--- config.mk ---
export PLATFORM = sky130hd
export DESIGN_NAME = two_lane_exclusion_update
export DESIGN_NICKNAME = d
export VERILOG_FILES = /design/src/rtl/tle_pkg.sv /design/src/rtl/tle_front.sv /design/src/rtl/tle_back.sv /design/src/rtl/two_lane_exclusion_update.sv
export SDC_FILE = /design/constraint.sdc
export NUM_CORES = 2
export LEC_CHECK = 0
export ABC_AREA = 1
export BUFFER_PORTS_ARGS = -buffer_cell sky130_fd_sc_hd__buf_2
export CORE_MARGIN = 3
export CORE_UTILIZATION = 35
export CTS_CLUSTER_SIZE = 14
export DETAILED_ROUTE_END_ITERATION = 7
export PLACE_DENSITY_LB_ADDON = 0.08
export SETUP_SLACK_MARGIN = 0.15
export SLEW_MARGIN = 20
export SYNTH_ARGS = -nofsm -noshare
export SYNTH_HDL_FRONTEND = slang
export SYNTH_SLANG_ARGS = --single-unit
--- constraint.sdc ---
create_clock -name clock -period 15.75 [get_ports clock]
set_input_delay 0.7875 -clock clock [delete_from_list [all_inputs] [get_ports clock]]
set_output_delay 0.7875 -clock clock [all_outputs]
set_load 0.01 [all_outputs]
--- src/rtl/tle_pkg.sv ---
// Shared types and constants for the two-lane exclusion update block.
// Holds lattice geometry, rate constants, event and mode codes, payload structs.
// No dependencies.
package tle_pkg;

   localparam int SITES        = 1024;
   localparam int SITE_W       = $clog2(SITES);
   localparam int BANK_DEPTH   = (SITES + 1) / 2;
   localparam int BANK_W       = $clog2(BANK_DEPTH);
   localparam int RATE_W       = 17;
   localparam int COIN_W       = 16;
   localparam int SITE_FIELD_W = 11;
   localparam int CSR_ADDR_W   = 3;
   localparam int QUEUE_DEPTH  = 2;
   localparam int QPTR_W       = $clog2(QUEUE_DEPTH);
   localparam int QCNT_W       = $clog2(QUEUE_DEPTH + 1);

   localparam logic [RATE_W-1:0] RATE_ONE = RATE_W'(65536);

   localparam logic [RATE_W-1:0] INJECT_RATE_A_RST = RATE_W'(26214);
   localparam logic [RATE_W-1:0] EXIT_RATE_A_RST   = RATE_W'(13107);
   localparam logic [RATE_W-1:0] INJECT_RATE_B_RST = RATE_W'(66);
   localparam logic [RATE_W-1:0] EXIT_RATE_B_RST   = RATE_W'(52429);
   localparam logic [RATE_W-1:0] COUPLING_RST      = RATE_W'(0);

   localparam logic [CSR_ADDR_W-1:0] CSR_INJECT_RATE_A = 3'd0;
   localparam logic [CSR_ADDR_W-1:0] CSR_EXIT_RATE_A   = 3'd1;
   localparam logic [CSR_ADDR_W-1:0] CSR_INJECT_RATE_B = 3'd2;
   localparam logic [CSR_ADDR_W-1:0] CSR_EXIT_RATE_B   = 3'd3;
   localparam logic [CSR_ADDR_W-1:0] CSR_COUPLING      = 3'd4;

   localparam logic [1:0] MODE_UPDATE = 2'd0;
   localparam logic [1:0] MODE_READ   = 2'd1;
   localparam logic [1:0] MODE_LOAD   = 2'd2;

   localparam logic [2:0] EV_NONE    = 3'd0;
   localparam logic [2:0] EV_INJECT  = 3'd1;
   localparam logic [2:0] EV_REMOVE  = 3'd2;
   localparam logic [2:0] EV_HOP     = 3'd3;
   localparam logic [2:0] EV_REJECT  = 3'd4;
   localparam logic [2:0] EV_BLOCKED = 3'd5;

   typedef enum logic [2:0] {
      OP_NONE,
      OP_READ,
      OP_LOAD,
      OP_INJECT,
      OP_EXIT,
      OP_HOP
   } op_kind_type;

   typedef enum logic [1:0] {
      BK_CLEAR,
      BK_FETCH,
      BK_EXEC
   } back_state_type;

   typedef struct packed {
      logic [1:0]              mode;
      logic                    lane;
      logic [SITE_FIELD_W-1:0] site;
      logic [COIN_W-1:0]       coin;
      logic                    load_a;
      logic                    load_b;
   } req_type;

   typedef struct packed {
      logic [2:0] event_res;
      logic       occupied_a;
      logic       occupied_b;
   } rsp_type;

   typedef struct packed {
      logic [RATE_W-1:0] inject_rate_a;
      logic [RATE_W-1:0] exit_rate_a;
      logic [RATE_W-1:0] inject_rate_b;
      logic [RATE_W-1:0] exit_rate_b;
      logic [RATE_W-1:0] coupling;
   } cfg_type;

   typedef struct packed {
      op_kind_type       kind;
      logic              lane;
      logic              cur_odd;
      logic [BANK_W-1:0] even_addr;
      logic [BANK_W-1:0] odd_addr;
      logic [COIN_W-1:0] coin;
      logic              load_a;
      logic              load_b;
      logic [RATE_W-1:0] rate;
   } job_type;

   typedef struct packed {
      logic pop;
      logic clearing;
   } back_ctl_type;

endpackage

--- src/rtl/tle_front.sv ---
// Front end: classifies incoming transactions into jobs and queues them.
// Depends on tle_pkg.
module tle_front (
   input  logic                  clock,
   input  logic                  reset,
   input  logic                  req_push,
   output logic                  req_full,
   input  tle_pkg::req_type      req_data,
   input  tle_pkg::cfg_type      cfg,
   input  tle_pkg::back_ctl_type bk_ctl,
   output logic                  q_valid,
   output tle_pkg::job_type      q_data
);

   tle_pkg::job_type                 job_in;
   tle_pkg::job_type                 q_mem_ff [tle_pkg::QUEUE_DEPTH];
   logic [tle_pkg::QPTR_W-1:0]       wr_ptr_ff;
   logic [tle_pkg::QPTR_W-1:0]       rd_ptr_ff;
   logic [tle_pkg::QCNT_W-1:0]       count_ff;
   logic [tle_pkg::QCNT_W-1:0]       count_in;
   logic                             push;
   logic                             in_range;
   logic                             is_slot;
   logic [tle_pkg::SITE_W-1:0]       idx;
   logic [tle_pkg::SITE_W:0]         idx_next;

   assign in_range = req_data.site <= tle_pkg::SITE_FIELD_W'(tle_pkg::SITES);
   assign is_slot  = req_data.site == tle_pkg::SITE_FIELD_W'(tle_pkg::SITES);
   assign idx      = is_slot ? '0 : req_data.site[tle_pkg::SITE_W-1:0];
   assign idx_next = {1'b0, idx} + 1'b1;

   always_comb begin
      job_in.lane      = req_data.lane;
      job_in.cur_odd   = idx[0];
      job_in.odd_addr  = tle_pkg::BANK_W'(idx >> 1);
      job_in.even_addr = idx[0] ? tle_pkg::BANK_W'(idx_next >> 1)
                                : tle_pkg::BANK_W'(idx >> 1);
      job_in.coin      = req_data.coin;
      job_in.load_a    = req_data.load_a;
      job_in.load_b    = req_data.load_b;
      job_in.rate      = '0;
      job_in.kind      = tle_pkg::OP_READ;
      if (!in_range) begin
         job_in.kind = tle_pkg::OP_NONE;
      end else if (req_data.mode == tle_pkg::MODE_UPDATE) begin
         if (is_slot) begin
            job_in.kind = tle_pkg::OP_INJECT;
            job_in.rate = req_data.lane ? cfg.inject_rate_b : cfg.inject_rate_a;
         end else if (idx == tle_pkg::SITE_W'(tle_pkg::SITES - 1)) begin
            job_in.kind = tle_pkg::OP_EXIT;
            job_in.rate = req_data.lane ? cfg.exit_rate_b : cfg.exit_rate_a;
         end else begin
            job_in.kind = tle_pkg::OP_HOP;
         end
      end else if (req_data.mode == tle_pkg::MODE_LOAD && !is_slot) begin
         job_in.kind = tle_pkg::OP_LOAD;
      end
   end

   assign req_full = (count_ff == tle_pkg::QCNT_W'(tle_pkg::QUEUE_DEPTH)) || bk_ctl.clearing;
   assign push     = req_push && !req_full;
   assign q_valid  = count_ff != '0;
   assign q_data   = q_mem_ff[rd_ptr_ff];

   always_comb begin
      count_in = count_ff;
      if (push && !bk_ctl.pop) begin
         count_in = count_ff + 1'b1;
      end else if (!push && bk_ctl.pop) begin
         count_in = count_ff - 1'b1;
      end
   end

   always_ff @(posedge clock) begin
      if (reset) begin
         wr_ptr_ff <= '0;
         rd_ptr_ff <= '0;
         count_ff  <= '0;
      end else begin
         count_ff <= count_in;
         if (push) begin
            wr_ptr_ff <= wr_ptr_ff + 1'b1;
         end
         if (bk_ctl.pop) begin
            rd_ptr_ff <= rd_ptr_ff + 1'b1;
         end
      end
   end

   always_ff @(posedge clock) begin
      if (push) begin
         q_mem_ff[wr_ptr_ff] <= job_in;
      end
   end

endmodule

--- src/rtl/tle_back.sv ---
// Back end: lattice banks, read-decide-write sequencer and result register.
// Depends on tle_pkg.
module tle_back (
   input  logic                     clock,
   input  logic                     reset,
   input  logic                     q_valid,
   input  tle_pkg::job_type         q_data,
   input  logic [tle_pkg::RATE_W-1:0] coupling,
   output tle_pkg::back_ctl_type    bk_ctl,
   output logic                     rsp_empty,
   input  logic                     rsp_pop,
   output tle_pkg::rsp_type         rsp_data
);

   tle_pkg::back_state_type     state_ff;
   tle_pkg::back_state_type     state_in;
   logic [tle_pkg::BANK_W-1:0]  clr_ff;
   logic                        clr_done;
   tle_pkg::job_type            job_ff;
   logic [1:0]                  bank_even_ff [tle_pkg::BANK_DEPTH];
   logic [1:0]                  bank_odd_ff  [tle_pkg::BANK_DEPTH];
   logic [1:0]                  rd_even_ff;
   logic [1:0]                  rd_odd_ff;
   logic                        out_valid_ff;
   tle_pkg::rsp_type            out_ff;
   tle_pkg::rsp_type            out_in;
   logic                        fetch;
   logic                        commit;

   logic [1:0]                  cur_pair;
   logic [1:0]                  nxt_pair;
   logic [1:0]                  new_cur;
   logic [1:0]                  new_nxt;
   logic                        wr_cur;
   logic                        wr_nxt;
   logic                        me_cur;
   logic                        me_nxt;
   logic [1:0]                  k;
   logic [tle_pkg::RATE_W:0]    half_sum;
   logic [tle_pkg::RATE_W-1:0]  hop_rate;
   logic [tle_pkg::RATE_W-1:0]  rate_sel;
   logic                        coin_ok;
   logic [2:0]                  ev;

   logic                        even_we;
   logic                        odd_we;
   logic [tle_pkg::BANK_W-1:0]  even_wa;
   logic [tle_pkg::BANK_W-1:0]  odd_wa;
   logic [1:0]                  even_wd;
   logic [1:0]                  odd_wd;

   assign clr_done = clr_ff == tle_pkg::BANK_W'(tle_pkg::BANK_DEPTH - 1);

   always_comb begin
      state_in = state_ff;
      unique case (state_ff)
         tle_pkg::BK_CLEAR: begin
            if (clr_done) state_in = tle_pkg::BK_FETCH;
         end
         tle_pkg::BK_FETCH: begin
            if (q_valid) state_in = tle_pkg::BK_EXEC;
         end
         tle_pkg::BK_EXEC: begin
            if (!out_valid_ff || rsp_pop) state_in = tle_pkg::BK_FETCH;
         end
         default: state_in = tle_pkg::BK_CLEAR;
      endcase
   end

   always_comb begin
      fetch           = (state_ff == tle_pkg::BK_FETCH) && q_valid;
      commit          = (state_ff == tle_pkg::BK_EXEC) && (!out_valid_ff || rsp_pop);
      bk_ctl.pop      = fetch;
      bk_ctl.clearing = state_ff == tle_pkg::BK_CLEAR;
   end

   always_ff @(posedge clock) begin
      if (reset) begin
         state_ff     <= tle_pkg::BK_CLEAR;
         clr_ff       <= '0;
         out_valid_ff <= 1'b0;
      end else begin
         state_ff <= state_in;
         if (bk_ctl.clearing) begin
            clr_ff <= clr_ff + 1'b1;
         end
         if (commit) begin
            out_valid_ff <= 1'b1;
         end else if (rsp_pop) begin
            out_valid_ff <= 1'b0;
         end
      end
   end

   always_comb begin
      cur_pair = job_ff.cur_odd ? rd_odd_ff : rd_even_ff;
      nxt_pair = job_ff.cur_odd ? rd_even_ff : rd_odd_ff;
      me_cur   = cur_pair[job_ff.lane];
      me_nxt   = nxt_pair[job_ff.lane];
      k        = {1'b0, cur_pair[!job_ff.lane]} + {1'b0, nxt_pair[!job_ff.lane]};
      half_sum = ({1'b0, tle_pkg::RATE_ONE} + {1'b0, coupling}) >> 1;
      unique case (k)
         2'd0:    hop_rate = tle_pkg::RATE_ONE;
         2'd1:    hop_rate = half_sum[tle_pkg::RATE_W-1:0];
         default: hop_rate = coupling;
      endcase
      rate_sel = (job_ff.kind == tle_pkg::OP_HOP) ? hop_rate : job_ff.rate;
      coin_ok  = {1'b0, job_ff.coin} < rate_sel;
   end

   always_comb begin
      new_cur = cur_pair;
      new_nxt = nxt_pair;
      wr_cur  = 1'b0;
      wr_nxt  = 1'b0;
      ev      = tle_pkg::EV_NONE;
      unique case (job_ff.kind)
         tle_pkg::OP_INJECT: begin
            if (me_cur) begin
               ev = tle_pkg::EV_BLOCKED;
            end else if (!coin_ok) begin
               ev = tle_pkg::EV_REJECT;
            end else begin
               new_cur[job_ff.lane] = 1'b1;
               wr_cur = 1'b1;
               ev     = tle_pkg::EV_INJECT;
            end
         end
         tle_pkg::OP_EXIT: begin
            if (!me_cur) begin
               ev = tle_pkg::EV_NONE;
            end else if (!coin_ok) begin
               ev = tle_pkg::EV_REJECT;
            end else begin
               new_cur[job_ff.lane] = 1'b0;
               wr_cur = 1'b1;
               ev     = tle_pkg::EV_REMOVE;
            end
         end
         tle_pkg::OP_HOP: begin
            if (!me_cur) begin
               ev = tle_pkg::EV_NONE;
            end else if (me_nxt) begin
               ev = tle_pkg::EV_BLOCKED;
            end else if (!coin_ok) begin
               ev = tle_pkg::EV_REJECT;
            end else begin
               new_cur[job_ff.lane] = 1'b0;
               new_nxt[job_ff.lane] = 1'b1;
               wr_cur = 1'b1;
               wr_nxt = 1'b1;
               ev     = tle_pkg::EV_HOP;
            end
         end
         tle_pkg::OP_LOAD: begin
            new_cur = {job_ff.load_b, job_ff.load_a};
            wr_cur  = 1'b1;
         end
         tle_pkg::OP_READ, tle_pkg::OP_NONE: begin
            ev = tle_pkg::EV_NONE;
         end
         default: ev = tle_pkg::EV_NONE;
      endcase
      out_in.event_res  = ev;
      out_in.occupied_a = (job_ff.kind == tle_pkg::OP_NONE) ? 1'b0 : new_cur[0];
      out_in.occupied_b = (job_ff.kind == tle_pkg::OP_NONE) ? 1'b0 : new_cur[1];
   end

   always_comb begin
      if (bk_ctl.clearing) begin
         even_we = 1'b1;
         odd_we  = 1'b1;
         even_wa = clr_ff;
         odd_wa  = clr_ff;
         even_wd = 2'b00;
         odd_wd  = 2'b00;
      end else begin
         even_we = commit && (job_ff.cur_odd ? wr_nxt : wr_cur);
         odd_we  = commit && (job_ff.cur_odd ? wr_cur : wr_nxt);
         even_wa = job_ff.even_addr;
         odd_wa  = job_ff.odd_addr;
         even_wd = job_ff.cur_odd ? new_nxt : new_cur;
         odd_wd  = job_ff.cur_odd ? new_cur : new_nxt;
      end
   end

   always_ff @(posedge clock) begin
      if (even_we) begin
         bank_even_ff[even_wa] <= even_wd;
      end
      if (odd_we) begin
         bank_odd_ff[odd_wa] <= odd_wd;
      end
      if (fetch) begin
         rd_even_ff <= bank_even_ff[q_data.even_addr];
         rd_odd_ff  <= bank_odd_ff[q_data.odd_addr];
         job_ff     <= q_data;
      end
      if (commit) begin
         out_ff <= out_in;
      end
   end

   assign rsp_empty = !out_valid_ff;
   assign rsp_data  = out_ff;

endmodule

--- src/rtl/two_lane_exclusion_update.sv ---
// Top level of the two-lane exclusion update block: rate registers, front, back.
// Depends on tle_pkg, tle_front and tle_back.
//
// Two occupancy lattices of SITES sites each are kept in two banks, even and
// odd sites, each bank holding both lanes, so a site and its right neighbor
// in both lanes are read in the same cycle. In the back end every transaction
// passes a bank read and then decision and write-back, which waits while an
// earlier result is not yet popped; the next transaction is fetched only once
// the last is written back. A two-entry queue sits between front and back,
// and the result register lets the next transaction proceed up to the
// write-back while a result waits. After reset all (SITES+1)/2 (512) addresses
// of both banks are swept to empty, with req_full held high; rate registers
// may be written during that time.
module two_lane_exclusion_update (
   input  logic                           clock,
   input  logic                           reset,
   input  logic                           req_push,
   output logic                           req_full,
   input  tle_pkg::req_type               req_data,
   output logic                           rsp_empty,
   input  logic                           rsp_pop,
   output tle_pkg::rsp_type               rsp_data,
   input  logic                           csr_wr_en,
   input  logic [tle_pkg::CSR_ADDR_W-1:0] csr_addr,
   input  logic [tle_pkg::RATE_W-1:0]     csr_wdata
);

   tle_pkg::cfg_type      cfg_ff;
   tle_pkg::back_ctl_type bk_ctl;
   logic                  q_valid;
   tle_pkg::job_type      q_data;

   always_ff @(posedge clock) begin
      if (reset) begin
         cfg_ff.inject_rate_a <= tle_pkg::INJECT_RATE_A_RST;
         cfg_ff.exit_rate_a   <= tle_pkg::EXIT_RATE_A_RST;
         cfg_ff.inject_rate_b <= tle_pkg::INJECT_RATE_B_RST;
         cfg_ff.exit_rate_b   <= tle_pkg::EXIT_RATE_B_RST;
         cfg_ff.coupling      <= tle_pkg::COUPLING_RST;
      end else if (csr_wr_en) begin
         unique case (csr_addr)
            tle_pkg::CSR_INJECT_RATE_A: cfg_ff.inject_rate_a <= csr_wdata;
            tle_pkg::CSR_EXIT_RATE_A:   cfg_ff.exit_rate_a   <= csr_wdata;
            tle_pkg::CSR_INJECT_RATE_B: cfg_ff.inject_rate_b <= csr_wdata;
            tle_pkg::CSR_EXIT_RATE_B:   cfg_ff.exit_rate_b   <= csr_wdata;
            tle_pkg::CSR_COUPLING:      cfg_ff.coupling      <= csr_wdata;
            default: ;
         endcase
      end
   end

   tle_front u_front (
      .clock    (clock),
      .reset    (reset),
      .req_push (req_push),
      .req_full (req_full),
      .req_data (req_data),
      .cfg      (cfg_ff),
      .bk_ctl   (bk_ctl),
      .q_valid  (q_valid),
      .q_data   (q_data)
   );

   tle_back u_back (
      .clock     (clock),
      .reset     (reset),
      .q_valid   (q_valid),
      .q_data    (q_data),
      .coupling  (cfg_ff.coupling),
      .bk_ctl    (bk_ctl),
      .rsp_empty (rsp_empty),
      .rsp_pop   (rsp_pop),
      .rsp_data  (rsp_data)
   );

   a_clear_blocks_input: assert property (@(posedge clock) disable iff (reset)
      bk_ctl.clearing |-> req_full)
      else $error("input taken during bank clear");

   a_occupied_after_inject_or_block: assert property (@(posedge clock) disable iff (reset)
      (!rsp_empty && (rsp_data.event_res == tle_pkg::EV_INJECT ||
                      rsp_data.event_res == tle_pkg::EV_BLOCKED))
      |-> (rsp_data.occupied_a || rsp_data.occupied_b))
      else $error("inject or blocked result reports an empty site");

   a_pop_only_when_valid: assert property (@(posedge clock) disable iff (reset)
      bk_ctl.pop |-> q_valid && !bk_ctl.clearing)
      else $error("back end popped an empty queue");

endmodule

==> qor.yml <==
timing:
  tightestPinTransition_ns: 1.22
  slew_viol_final: 0
  hold_viol: 0
  timing.final.crit_period_ns: 7.75
  skew_ns: 0.0550
  slew_headroom_pct: 18.8
  fin_setup_tns_ns: 0
  max_freq_mhz: 129
  finalCritPeriodShare_pct: 49.2
  setup_viol: 0
  rsz0062_at_grt: "false"
place:
  gp_congestion: 0.778
  portBuffers: 63
  hpwl_mm: 184
  place_inst: 15800
cts:
  cts_tree: "yes"
  cts.reportedPaths.clkPinSlew_ns: 0.06
  cts.repair.resized: 0
  post-cts-setup-buffers: 0
  clkLatencyLatePin_ns: 0.91
  cts-root-buf: "clkbuf_16"
  clock-sinks: 2333
  htree_levels: 5
  clockBufferDepth: 4
  cts_made_buffers: 278
  hold_buffers: 0
die:
  core.rowCount: 207
  die_height_um: 573
  initial_utilization_pct: 35.3
  fp.dieW_um: 573
  io_pins: 64
  core_um2: 319000
  dieArea_um2: 329000
min_path:
  holdCritPathClass: "primary input to flop"
critical_path:
  cp.required_ns: 16.35
  worst_ep_arrival_time_ns: 8.35
  crit_path_cell_trace: "nand2_1 -> o21a_1 -> inv_1 -> o21ai_0 -> inv_1 -> ha_1 -> inv_1 -> o21ai_0 -> a22oi_1 -> ha_1 -> nand2_1 -> nor2_1 -> nand4_1 -> o21ai_1 -> nand2_2 -> nand2_2 -> inv_4 -> o21ai_2 -> nand4_1 -> nand2_8 -> buf_4 -> buf_12 -> buf_4 -> a21oi_1"
  startpoint_type: "flop"
  cp-end-kind: "flop"
  cpLargestDelayFamily: "buffers and inverters"
  cpPeakStageDelay_ns: 0.90
  cp_max_fo: 157
  crit_path_frequent_cell: "inv_1"
  cp_slowest_cell: "buf_4"
  path_buf_inv: 7
  path_class: "flop to flop"
routing:
  drt_iter0_markers: 6552
  viasPerCell: 5.08
  vias: 82500
  detail_route.first_pass.iterations: 6
  wire_per_inst_um: 22.5
  drc: 0
  routed_wl_mm: 366
  ant_nets: 0
synthesis:
  netlist_area_um2: 113000
  yosysTopAreaCell: "edfxtp_1"
  synthCells: 12100
  synth_area_leaders: "edfxtp_1 (59%), nand2_1 (12%), nand3_1 (8.0%)"
  yosysWarnings: 0
  synth_cell_types: 43
  avgSynthCellArea_um2: 9.31
  muxShareOfSynthArea_pct: 0
  ys_ff_latch: 2333
  synth_xor_area_share_pct: 0.0622
  synth.top_cell.area_share_pct: 59.5
  synth-simple-area-share_pct: 21.6
  synth_compound_area_share_pct: 7.39
  synth_top_family_by_area: "simple AND/OR/NAND/NOR gates"
  seq_area_frac_synth_pct: 61.3
  syn_nets: 12200
  synth_fa_ha_area_share_pct: 0.244
run:
  drv_cap: 0
finish:
  final_nets: 11800
  fillers: 32000
  drive_gt1_share_pct: 8.15
  fin_cells: 16200
  final_cell_mix: "nand2_1 (3676), edfxtp_1 (2231), nand3_1 (1798)"
  final_common_cell: "nand2_1"
  syn_to_final_growth_pct: 10.6
power_and_ir_drop:
  power.switching_uw: 3420
  combinationalPowerShare_pct: 6.8
  switching_share_pct: 24.4
  vdd_drop_max_mv: 0.0844
  p_int_uw: 10600
  clkPwrFrac_pct: 44.3
  report.power.total_uw: 14000
  power_leakage_uw: 0.0496
  seqPwrFrac_pct: 48.8
  p_per_area_nw_per_um2: 113
global_routing:
  antenna_found_initial: 5
  grt_overflow_total: 0
  grt_max_degree: 209
  grt_pass1_vias: 83000
  grt.total_usage_pct: 21.7
  grt_pass1_wl_mm: 539
outcome:
  status: "complete, no violations"
## cell usage after synthesis
cell	instances
nand2_2	3
clkinv_1	8
a21oi_4	1
nor2_1	215
o211ai_1	69
a22oi_1	14
nor2_2	10
buf_1	56
a31oi_1	5
a21oi_2	246
buf_2	244
inv_2	2
nor3_1	10
o21ai_2	5
nand2_1	3686
inv_4	2
nand4_1	6
dfxtp_1	102
or2_0	1
o21a_1	3
o22ai_1	1
a21o_1	1
xor2_1	7
clkbuf_1	479
nand3_1	1798
buf_4	6
buf_6	106
o21ai_0	164
nand3_4	1
nand3b_1	49
o31ai_1	1
ha_1	22
edfxtp_1	2231
nor2_4	2
inv_1	1610
a22o_1	1
or2_2	14
a211oi_1	1
a21oi_1	896
and3_1	2
nand2_4	2
xnor2_1	1
o21ai_1	17
## final cells by class
cell class,instances,area (um^2),area share (%)
antenna,3,7.51,0.00603
clock buffer,372,7570,6.08
clock inverter,116,956,0.767
inverter,1622,6160,4.94
multi-input combinational,7254,33400,26.8
sequential,2333,69000,55.4
tap,4284,5360,4.30
timing repair buffer,258,2030,1.63
## flip-flops by register name (all words and copies together), names as in the netlist, 5 cells and up, named ones only
name and cells:
u_back.job_ff 58, u_back.bank_odd_ff 1024, u_front.q_mem_ff 116, u_back.clr_ff 9, u_back.bank_even_ff 1024, cfg_ff 85
u_back.rsp_data 5
## path summary, 6_finish.rpt
| path | startpoint | end | slack, ns | cells past startpoint |
|---|---|---|---|---|
| worst max-delay path | u_back.job_ff[53] | u_back.bank_even_ff[226][1] | 8.00 | 24 |
| worst min-delay path | req_data[4] | u_front.q_mem_ff[1][21] | 0.10 | 1 |
| worst max register to register | u_back.job_ff[53] | u_back.bank_even_ff[226][1] | 8.00 | 24 |
| worst min register to register | u_front.rd_ptr_ff | flop | 0.43 | 1 |
## layer usage
layer  up-vias  global-route usage [%]  wire length, um
li1      39200                       -                -
met1     40700                    28.2           160000
met2      1972                    37.3           176000
met3       609                    2.71            17100
met4         2                    7.20            12600
met5         -                       0               13
## power by group through the flow
stage          Sequential [uW]  Combinational, uW  Clock, uW
6_report                  6850                958       6210
5_1_grt                   6850               1030       6600
4_1_cts                   6850                972       6370
3_5_place_dp              6980                970          0
3_3_place_gp              6980                970          0
2_1_floorplan             7020                494          0
## kinds of logic (layout without fill, tap and decap cells)
logic type                 Yosys count  in the layout
and+or+nand+nor                   5799           5799
adders and majority gates           22             22
other                                0              3
buffers and inverters             2513           2368
AOI/OAI and AO/OA                 1425           1425
DFF                               2333           2333
xor gates and xnor gates             8              8
## stage by stage
step                hold slack (ns)  setup WS, ns  util, %  instance area (um^2)
floorplan                     0.424          5.74        -                113000
global placement              0.425          7.88     36.4                116000
detailed placement            0.433          7.96     36.4                116000
CTS                          0.0296          7.96     39.0                125000
global route                 0.0691          7.39     39.0                125000
finish                        0.103          8.00     39.0                125000
Note: power is estimated with default switching activity, not from simulation.
